$ cat src/design/bst_pkg.sv
// Shared types and constants of the backend slot table.
package bst_pkg;

    localparam int SLOT_COUNT_DEF = 16;
    localparam int MAX_RESULTS    = 16;

    typedef enum logic [2:0] {
        OP_ADD       = 3'd0,
        OP_REMOVE    = 3'd1,
        OP_SET_HLTH  = 3'd2,
        OP_SET_MAC   = 3'd3,
        OP_SNAP_ELIG = 3'd4,
        OP_SNAP_ALL  = 3'd5
    } t_opcode;

    typedef enum logic [1:0] {
        ST_OK        = 2'd0,
        ST_FULL      = 2'd1,
        ST_NOT_FOUND = 2'd2
    } t_status;

    typedef struct packed {
        logic [2:0]  opcode;
        logic [31:0] backend_addr;
        logic [15:0] backend_port;
        logic [31:0] target_id;
        logic        health_flag;
        logic [47:0] mac_value;
        logic [4:0]  snapshot_cap;
    } t_req;

    typedef struct packed {
        logic [1:0]  status;
        logic        changed;
        logic [31:0] assigned_id;
        logic        entry_valid;
        logic [31:0] entry_id;
        logic [31:0] entry_addr;
        logic [15:0] entry_port;
        logic [47:0] entry_mac;
        logic        entry_healthy;
        logic        entry_mac_known;
        logic [4:0]  entry_count;
        logic        last;
    } t_rsp;

endpackage

$ cat src/design/bst_req_if.sv
// Valid/ready channel carrying one request.
interface bst_req_if;
    logic          valid;
    logic          ready;
    bst_pkg::t_req data;

    modport source (output valid, output data, input ready);
    modport sink   (input valid, input data, output ready);
endinterface

$ cat src/design/bst_rsp_if.sv
// Valid/ready channel carrying one result.
interface bst_rsp_if;
    logic          valid;
    logic          ready;
    bst_pkg::t_rsp data;

    modport source (output valid, output data, input ready);
    modport sink   (input valid, input data, output ready);
endinterface

$ cat src/design/backend_slot_table_unit.sv
// Backend slot table: top level with slot memories and scan sequencer.
//
// Usage: requests arrive on i_req (add, remove, set health, set MAC and the
// two snapshots); results leave on o_rsp. Every request gives one result,
// except a snapshot, which gives one result per listed entry (at most the
// clipped cap) and a single empty result when nothing is listed. The last
// result of a request carries last = 1.
// One request is handled at a time: i_req.ready is high only while the
// sequencer is idle. The sequencer walks the slots one per cycle through a
// single compare stage behind a registered memory read, and stops early when
// the target slot is found. A snapshot resumes the walk at the next slot
// after each listed entry is taken. Unused opcodes and a snapshot with a cap
// of zero answer in the cycle after acceptance, without a walk.
// A result waits in the output register while o_rsp.ready is low; the walk
// pauses until it is taken.
// Reset clears all slot-used bits, the id counter and the sequencer; slot
// contents are not cleared and are read only after an add wrote them.
module backend_slot_table_unit #(
    parameter int SLOT_COUNT = bst_pkg::SLOT_COUNT_DEF
) (
    input  logic         i_clk,
    input  logic         i_rst_n,
    bst_req_if.sink      i_req,
    bst_rsp_if.source    o_rsp
);
    import bst_pkg::*;

    localparam int IW = (SLOT_COUNT > 1) ? $clog2(SLOT_COUNT) : 1;
    localparam logic [IW:0] LAST_IDX = (IW+1)'(SLOT_COUNT - 1);

    typedef enum logic [2:0] {
        S_IDLE = 3'b001,
        S_SCAN = 3'b010,
        S_OUT  = 3'b100
    } t_state;

    t_state r_state;

    // Captured request.
    t_opcode     r_op;
    logic [31:0] r_addr;
    logic [15:0] r_port;
    logic [31:0] r_tid;
    logic        r_hflag;
    logic [47:0] r_mac;
    logic [4:0]  r_cap;

    // Slot state.
    logic [SLOT_COUNT-1:0] r_busy;
    logic [SLOT_COUNT-1:0] r_health;
    logic [SLOT_COUNT-1:0] r_mac_known;
    logic [31:0]           r_id_ctr;
    logic [31:0]           r_mem_id   [SLOT_COUNT];
    logic [31:0]           r_mem_addr [SLOT_COUNT];
    logic [15:0]           r_mem_port [SLOT_COUNT];
    logic [47:0]           r_mem_mac  [SLOT_COUNT];

    // Scan pipeline: issue index, registered read, compare.
    logic [IW:0]   r_idx;
    logic          r_rd_vld;
    logic [IW-1:0] r_rd_idx;
    logic [31:0]   r_rd_id;
    logic [31:0]   r_rd_addr;
    logic [15:0]   r_rd_port;
    logic [47:0]   r_rd_mac;
    logic [4:0]    r_count;

    t_rsp r_rsp;
    t_rsp n_rsp;
    logic r_out_vld;

    // Memory write port.
    logic          wr_en;
    logic [IW-1:0] wr_idx;
    logic          wr_full;
    logic          wr_mac_only;

    logic                  slot_busy;
    logic                  id_hit;
    logic                  snap_hit;
    logic                  hit;
    logic                  scan_end;
    logic [SLOT_COUNT-1:0] elig;
    logic [SLOT_COUNT-1:0] above;
    logic                  more_elig;
    logic [4:0]            n_count;
    logic [4:0]            cap_clip;
    logic                  req_acc;
    logic                  rsp_acc;

    assign req_acc = i_req.valid && i_req.ready;
    assign rsp_acc = o_rsp.valid && o_rsp.ready;
    assign i_req.ready = (r_state == S_IDLE);
    assign o_rsp.valid = r_out_vld;
    assign o_rsp.data  = r_rsp;

    assign cap_clip = (i_req.data.snapshot_cap > 5'(MAX_RESULTS)) ?
                      5'(MAX_RESULTS) : i_req.data.snapshot_cap;

    // Compare stage: one slot per cycle.
    always_comb begin
        slot_busy = r_busy[r_rd_idx];
        id_hit    = slot_busy && (r_rd_id == r_tid);
        snap_hit  = slot_busy &&
                    ((r_op == OP_SNAP_ALL) || (r_health[r_rd_idx] && r_mac_known[r_rd_idx]));
        case (r_op)
            OP_ADD:                   hit = !slot_busy;
            OP_REMOVE, OP_SET_HLTH,
            OP_SET_MAC:               hit = id_hit;
            OP_SNAP_ELIG, OP_SNAP_ALL: hit = snap_hit;
            default:                  hit = 1'b0;
        endcase
        hit      = hit && r_rd_vld && (r_state == S_SCAN);
        scan_end = r_rd_vld && (r_state == S_SCAN) && !hit &&
                   ({1'b0, r_rd_idx} == LAST_IDX);
        n_count  = r_count + 5'd1;
    end

    // Eligible entries beyond the current slot; with the cap, they decide the last flag.
    always_comb begin
        for (int j = 0; j < SLOT_COUNT; j++) begin
            elig[j]  = r_busy[j] &&
                       ((r_op == OP_SNAP_ALL) || (r_health[j] && r_mac_known[j]));
            above[j] = (IW'(j) > r_rd_idx);
        end
        more_elig = |(elig & above);
    end

    // Next result: an empty last result unless the scan hit, or ran out on an add, remove or set.
    always_comb begin
        n_rsp      = '0;
        n_rsp.last = 1'b1;
        if (hit) begin
            case (r_op)
                OP_ADD: begin
                    n_rsp.changed     = 1'b1;
                    n_rsp.assigned_id = r_id_ctr;
                end
                OP_REMOVE: begin
                    n_rsp.changed = 1'b1;
                end
                OP_SET_HLTH: begin
                    n_rsp.changed = (r_health[r_rd_idx] != r_hflag);
                end
                OP_SET_MAC: begin
                    n_rsp.changed = 1'b1;
                end
                OP_SNAP_ELIG, OP_SNAP_ALL: begin
                    n_rsp.entry_valid     = 1'b1;
                    n_rsp.entry_id        = r_rd_id;
                    n_rsp.entry_addr      = r_rd_addr;
                    n_rsp.entry_port      = r_rd_port;
                    n_rsp.entry_mac       = r_rd_mac;
                    n_rsp.entry_healthy   = r_health[r_rd_idx];
                    n_rsp.entry_mac_known = r_mac_known[r_rd_idx];
                    n_rsp.entry_count     = n_count;
                    n_rsp.last            = (n_count == r_cap) || !more_elig;
                end
                default: begin
                    n_rsp.changed = 1'b0;
                end
            endcase
        end else if (scan_end) begin
            if (r_op == OP_ADD) begin
                n_rsp.status      = ST_FULL;
                n_rsp.assigned_id = '1;
            end else if (r_op == OP_REMOVE || r_op == OP_SET_HLTH ||
                         r_op == OP_SET_MAC) begin
                n_rsp.status = ST_NOT_FOUND;
            end
        end
    end

    always_comb begin
        wr_en       = hit && ((r_op == OP_ADD) || (r_op == OP_SET_MAC));
        wr_idx      = r_rd_idx;
        wr_mac_only = (r_op == OP_SET_MAC);
        wr_full     = (r_op == OP_ADD);
    end

    // Slot memories: one write and one registered read per cycle.
    always_ff @(posedge i_clk) begin
        if (wr_en && wr_full) begin
            r_mem_id[wr_idx]   <= r_id_ctr;
            r_mem_addr[wr_idx] <= r_addr;
            r_mem_port[wr_idx] <= r_port;
            r_mem_mac[wr_idx]  <= '0;
        end else if (wr_en && wr_mac_only) begin
            r_mem_mac[wr_idx]  <= r_mac;
        end
        r_rd_id   <= r_mem_id[r_idx[IW-1:0]];
        r_rd_addr <= r_mem_addr[r_idx[IW-1:0]];
        r_rd_port <= r_mem_port[r_idx[IW-1:0]];
        r_rd_mac  <= r_mem_mac[r_idx[IW-1:0]];
        r_rd_idx  <= r_idx[IW-1:0];
    end

    // Flag bits without reset; only read behind a busy bit.
    always_ff @(posedge i_clk) begin
        if (hit && (r_op == OP_ADD)) begin
            r_health[r_rd_idx]    <= 1'b1;
            r_mac_known[r_rd_idx] <= 1'b0;
        end else if (hit && (r_op == OP_SET_HLTH)) begin
            r_health[r_rd_idx]    <= r_hflag;
        end else if (hit && (r_op == OP_SET_MAC)) begin
            r_mac_known[r_rd_idx] <= 1'b1;
        end
    end

    // Captured request payload.
    always_ff @(posedge i_clk) begin
        if (req_acc) begin
            r_op    <= t_opcode'(i_req.data.opcode);
            r_addr  <= i_req.data.backend_addr;
            r_port  <= i_req.data.backend_port;
            r_tid   <= i_req.data.target_id;
            r_hflag <= i_req.data.health_flag;
            r_mac   <= i_req.data.mac_value;
            r_cap   <= cap_clip;
        end
    end

    // Sequencer, scan control, result register.
    always_ff @(posedge i_clk) begin
        if (!i_rst_n) begin
            r_state   <= S_IDLE;
            r_busy    <= '0;
            r_id_ctr  <= '0;
            r_idx     <= '0;
            r_rd_vld  <= 1'b0;
            r_count   <= '0;
            r_out_vld <= 1'b0;
        end else begin
            case (r_state)
                S_IDLE: begin
                    r_idx    <= '0;
                    r_rd_vld <= 1'b0;
                    r_count  <= '0;
                    if (req_acc) begin
                        r_rsp <= n_rsp;
                        if (i_req.data.opcode > 3'(OP_SNAP_ALL) ||
                            ((i_req.data.opcode == 3'(OP_SNAP_ELIG) ||
                              i_req.data.opcode == 3'(OP_SNAP_ALL)) && cap_clip == 5'd0)) begin
                            r_out_vld <= 1'b1;
                            r_state   <= S_OUT;
                        end else begin
                            r_state <= S_SCAN;
                        end
                    end
                end
                S_SCAN: begin
                    if (hit) begin
                        r_rd_vld  <= 1'b0;
                        r_idx     <= {1'b0, r_rd_idx} + 1'b1;
                        r_out_vld <= 1'b1;
                        r_state   <= S_OUT;
                        r_rsp     <= n_rsp;
                        case (r_op)
                            OP_ADD: begin
                                r_busy[r_rd_idx] <= 1'b1;
                                r_id_ctr         <= r_id_ctr + 32'd1;
                            end
                            OP_REMOVE: begin
                                r_busy[r_rd_idx] <= 1'b0;
                            end
                            OP_SNAP_ELIG, OP_SNAP_ALL: begin
                                r_count <= n_count;
                            end
                            default: begin
                            end
                        endcase
                    end else if (scan_end) begin
                        r_rd_vld  <= 1'b0;
                        r_out_vld <= 1'b1;
                        r_state   <= S_OUT;
                        r_rsp     <= n_rsp;
                    end else if (r_idx <= LAST_IDX) begin
                        r_rd_vld <= 1'b1;
                        r_idx    <= r_idx + 1'b1;
                    end else begin
                        r_rd_vld <= 1'b0;
                    end
                end
                S_OUT: begin
                    if (rsp_acc) begin
                        r_out_vld <= 1'b0;
                        r_state   <= r_rsp.last ? S_IDLE : S_SCAN;
                    end
                end
                default: begin
                    r_state   <= S_IDLE;
                    r_out_vld <= 1'b0;
                end
            endcase
        end
    end

    // A result is only offered outside the idle state.
    a_idle_no_rsp: assert property (@(posedge i_clk) disable iff (!i_rst_n)
        (r_state == S_IDLE) |-> !o_rsp.valid)
        else $error("result offered while idle");

    // A listed entry always has a nonzero running count.
    a_entry_count: assert property (@(posedge i_clk) disable iff (!i_rst_n)
        (o_rsp.valid && o_rsp.data.entry_valid) |-> (o_rsp.data.entry_count != 5'd0))
        else $error("listed entry with zero count");

    // A full table answers with the all-ones id.
    a_full_id: assert property (@(posedge i_clk) disable iff (!i_rst_n)
        (o_rsp.valid && o_rsp.data.status == ST_FULL) |-> (o_rsp.data.assigned_id == '1))
        else $error("full status without all-ones id");

    // After a request is taken, no other is taken in the next cycle.
    a_one_at_a_time: assert property (@(posedge i_clk) disable iff (!i_rst_n)
        req_acc |=> !i_req.ready)
        else $error("second request accepted while busy");

endmodule
$ cat src/flat_wrapper.sv
// flat-port wrapper written by rule: the top's interface ports become plain ports
module backend_slot_table_unit_flat import bst_pkg::*;
#(
    parameter int SLOT_COUNT = bst_pkg::SLOT_COUNT_DEF
)
  (i_clk, i_rst_n, i_req_valid, i_req_data, i_req_ready, o_rsp_valid, o_rsp_data, o_rsp_ready);
  bst_req_if i_req_i ();
  bst_rsp_if o_rsp_i ();
  input  logic i_clk;
  input  logic i_rst_n;
  input wire logic [$bits(i_req_i.valid)-1:0] i_req_valid;
  input wire logic [$bits(i_req_i.data)-1:0] i_req_data;
  output wire logic [$bits(i_req_i.ready)-1:0] i_req_ready;
  output wire logic [$bits(o_rsp_i.valid)-1:0] o_rsp_valid;
  output wire logic [$bits(o_rsp_i.data)-1:0] o_rsp_data;
  input wire logic [$bits(o_rsp_i.ready)-1:0] o_rsp_ready;
  assign i_req_i.valid = i_req_valid;
  assign i_req_i.data = i_req_data;
  assign i_req_ready = i_req_i.ready;
  assign o_rsp_valid = o_rsp_i.valid;
  assign o_rsp_data = o_rsp_i.data;
  assign o_rsp_i.ready = o_rsp_ready;
  backend_slot_table_unit #(.SLOT_COUNT(SLOT_COUNT)) u_core (.i_clk(i_clk), .i_rst_n(i_rst_n), .i_req(i_req_i), .o_rsp(o_rsp_i));
endmodule
$ cat config.mk
export PLATFORM = sky130hd
export DESIGN_NAME = backend_slot_table_unit_flat
export DESIGN_NICKNAME = d
export VERILOG_FILES = /design/src/design/bst_pkg.sv /design/src/design/bst_req_if.sv /design/src/design/bst_rsp_if.sv /design/src/design/backend_slot_table_unit.sv /design/src/flat_wrapper.sv
export SDC_FILE = /design/constraint.sdc
export NUM_CORES = 2
export LEC_CHECK = 0
export ABC_AREA = 0
export BUFFER_PORTS_ARGS = -buffer_cell sky130_fd_sc_hd__buf_2
export CAP_MARGIN = 5
export CORE_MARGIN = 2
export CORE_UTILIZATION = 60
export CTS_CLUSTER_DIAMETER = 60
export DETAILED_ROUTE_END_ITERATION = 8
export PLACE_DENSITY = 0.87
export SYNTH_ARGS = -nofsm -noshare
export SYNTH_HDL_FRONTEND = slang
export SYNTH_SLANG_ARGS = --single-unit
$ cat constraint.sdc
create_clock -name i_clk -period 21.6 [get_ports i_clk]
set_input_delay 4.32 -clock i_clk [delete_from_list [all_inputs] [get_ports i_clk]]
set_output_delay 4.32 -clock i_clk [all_outputs]
set_load 0.005 [all_outputs]
==> flow_summary.yaml <==
clocking:
  cts-htree-levels: 4
  cts.repair.resized: 0
  clockBufferDepth: 3
  post_cts_buffers: 0
  clk_pin_slew_ns: 0.07
  clock_latency_ns: 0.91
  cts_sinks: 2584
  cts-root-buf: "clkbuf_16"
  cts_hold_buffers: 0
  numCtsBuffers: 236
  cts_tree: "yes"
critical_path:
  cp_slowest_stage_delay_ns: 0.87
  path_depth: 5
  slowest_stage: "buf_4"
  worst-setup-path-type: "input pin to flip-flop"
  end_kind: "flip-flop"
  cpMostUsedCell: "buf_4"
  cp_top_family: "buffers and inverters"
  path_max_fanout: 65
  r2r_cells: 10
  start_kind: "input pin"
  cp.buffers_inverters: 3
  crit_arrival_ns: 7.06
  required_ns: 22.07
  worstPathCellList: "buf_2 > o21ai_0 > a21oi_4 > buf_4 > buf_4"
drt:
  wl_per_cell_um: 36.0
  vias_per_cell: 6.94
  vias: 48400
  ant_nets: 0
  drc_errors: 0
  firstDrtPassIters: 6
  drt_iter0_drc: 7664
  wl_mm: 252
timing:
  slew_violations: 0
  max_slew_margin_pct: 10.3
  fin_skew_ns: 0.102
  setup_tns_ns: 0
  fin_ws_ns: 15.01
  hold_viol_final: 0
  finalSetupViolations: 0
  tightestPinTransition_ns: 1.34
  rsz0062_at_grt: "no"
  period_minus_slack_ns: 6.59
  layout_worst_path_cycle_share_pct: 30.5
  hold_slack_ns: 0.474
  fmax_ghz: 0.152
synth:
  synth_edf_count: 2389
  synth_area_leaders: "edfxtp_1 (75%), mux4_2 (15%), dfxtp_1 (4.1%)"
  synth.most_common_cell: "edfxtp_1"
  yosysSeqAreaShare_pct: 79.0
  synth_area_um2: 95800
  synth_fp_nets: 4417
  synth_top_area_share_pct: 74.9
  async_reset_ff_share_pct: 0
  ys.warnings.count: 0
  yosys.area.top_type: "edfxtp_1"
  syn_inst: 4273
  netlist_top_cells_count: "edfxtp_1 (2389), mux4_2 (647), dfxtp_1 (195)"
  dominantRegCellSynth: "edfxtp_1"
  ys_ff_latch: 2584
  syn_avg_cell_area_um2: 22.4
  ys_types: 63
cells_and_area:
  postLayoutCoreUtil_pct: 68.3
  area_delta_synth_final_pct: 12.9
  nets: 4840
  drive_gt1_share_pct: 30.0
  design_area_um2: 108000
die:
  fp.dieW_um: 404
  start_util_pct: 60.5
  dieArea_um2: 163000
  fp-row-count: 146
  coreArea_um2: 158000
  dieHeight_um: 404
  io_pins: 315
power_and_ir_drop:
  ir_worst_vdd_uv: 92.7
  p_per_area_nw_per_um2: 99.1
  p_leak_uw: 0.0326
grt:
  grt_pass1_wl_mm: 357
  grt_pass1_vias: 49300
  grt_usage_pct: 31.2
  grt_max_degree: 139
  grt_overflow: 0
  antenna_found_initial: 13
run:
  maxCapViolCount: 0
outcome:
  status: "complete, no violations"
placement:
  gp_congestion: 0.909
  pre_cts_slack_ns: 14.11
  port_buffers: 314
  placed_cell_area_um2: 100000
  dp_hpwl_mm: 120
hold_path:
  hold-path-cell-count: 2
  hold_class: "flip-flop to flip-flop"
## kinds of logic after synthesis
logic type               count (synthesis)  share of synthesized area [%]
multiplexers                           669                           15.5
buffers and inverters                  227                          0.933
XOR/XNOR                                67                          0.613
AO/OA/AOI/OAI                          164                           1.03
AND/OR/NAND/NOR                        559                           2.94
flip-flops                            2584                           79.0
adder cells (fa/ha/maj)                  3                         0.0392
## stage by stage
| step | instances | total power [µW] |
|---|---|---|
| finish | 6984 | 10700 |
| global route | 6983 | 10900 |
| CTS | 6982 | 10700 |
| detailed placement | 6530 | 6500 |
| global placement | 6530 | 6460 |
| floorplan | 4273 | 6260 |
## routing by layer
layer / routed length [µm] / vias to the layer above / global-route usage, % / share of wire (%)
met1: 83800 / 25000 / 40.1 / 33
met2: 127000 / 4188 / 51.5 / 50
met4: 13800 / 16 / 15.1 / 5.5
met5: 99 / - / 0 / 0.039
met3: 27100 / 778 / 6.39 / 11
li1: - / 18500 / - / -
## power breakdown
part	switching [µW]	internal, µW
Combinational	323	198
Clock	1940	2360
Sequential	179	5720
Total	2440	8280
## area by class of cell
cell class                 instances  area, µm²
antenna                            2       5.00
clock buffer                     301       6370
clock inverter                   151       1660
fill                            8676      50200
inverter                          12       50.0
multi-input combinational       1462      19600
sequential                      2584      75700
tap                             2072       2590
timing repair buffer             400       2250
## sequential cells by signal, indices dropped and copies added (netlist names), 48 cells and up, named ones only
signal             flops
u_core.r_mem_mac     768
u_core.o_rsp.data    172
u_core.r_mac          48
u_core.r_mem_addr    512
u_core.r_mem_id      512
u_core.r_rd_mac       48
u_core.r_mem_port    256
## worst min-delay path, cell delays in order, from the launching register on
cell,delay (ns)
dfxtp_1,0.32
nand2_1,0.06
mux2i_1,0.05
## worst paths after layout
path / start / end / slack (ns)
setup / recovery: i_rst_n / u_core.o_rsp.data[120] / 15.01
hold / removal: flip-flop / flip-flop / 0.47
setup reg to reg: u_core.r_rd_idx[3] / u_core.r_mem_port[9][12] / 15.81
hold reg to reg: flip-flop / flip-flop / 0.47
## placed cells by master (no fill, tap or decap), types with 5 or more instances in the layout
| cell | count |
|---|---|
| and3_1 | 9 |
| a31oi_1 | 13 |
| a21oi_1 | 48 |
| buf_4 | 83 |
| nor2_4 | 17 |
| clkinv_8 | 5 |
| or3_1 | 5 |
| clkinv_1 | 38 |
| nand2_1 | 145 |
| inv_1 | 9 |
| buf_2 | 314 |
| bufinv_16 | 21 |
| a211oi_1 | 6 |
| mux2i_1 | 16 |
| nand2b_1 | 9 |
| a21oi_4 | 17 |
| mux4_2 | 647 |
| clkbuf_8 | 22 |
| clkbuf_1 | 43 |
| mux2_2 | 5 |
| a32oi_1 | 5 |
| nor3_1 | 34 |
| edfxtp_1 | 2389 |
| dfxtp_1 | 191 |
| nor2_1 | 96 |
| clkinv_2 | 52 |
| xnor2_1 | 53 |
| nand3_1 | 17 |
| clkinvlp_4 | 10 |
| o21ai_0 | 30 |
| nor2b_1 | 15 |
| and2_1 | 183 |
| nand4_1 | 11 |
| clkbuf_16 | 236 |
| o21ai_1 | 11 |
| clkinv_16 | 11 |
| xor2_1 | 14 |
No activity file was read; power rests on OpenSTA's default activity.
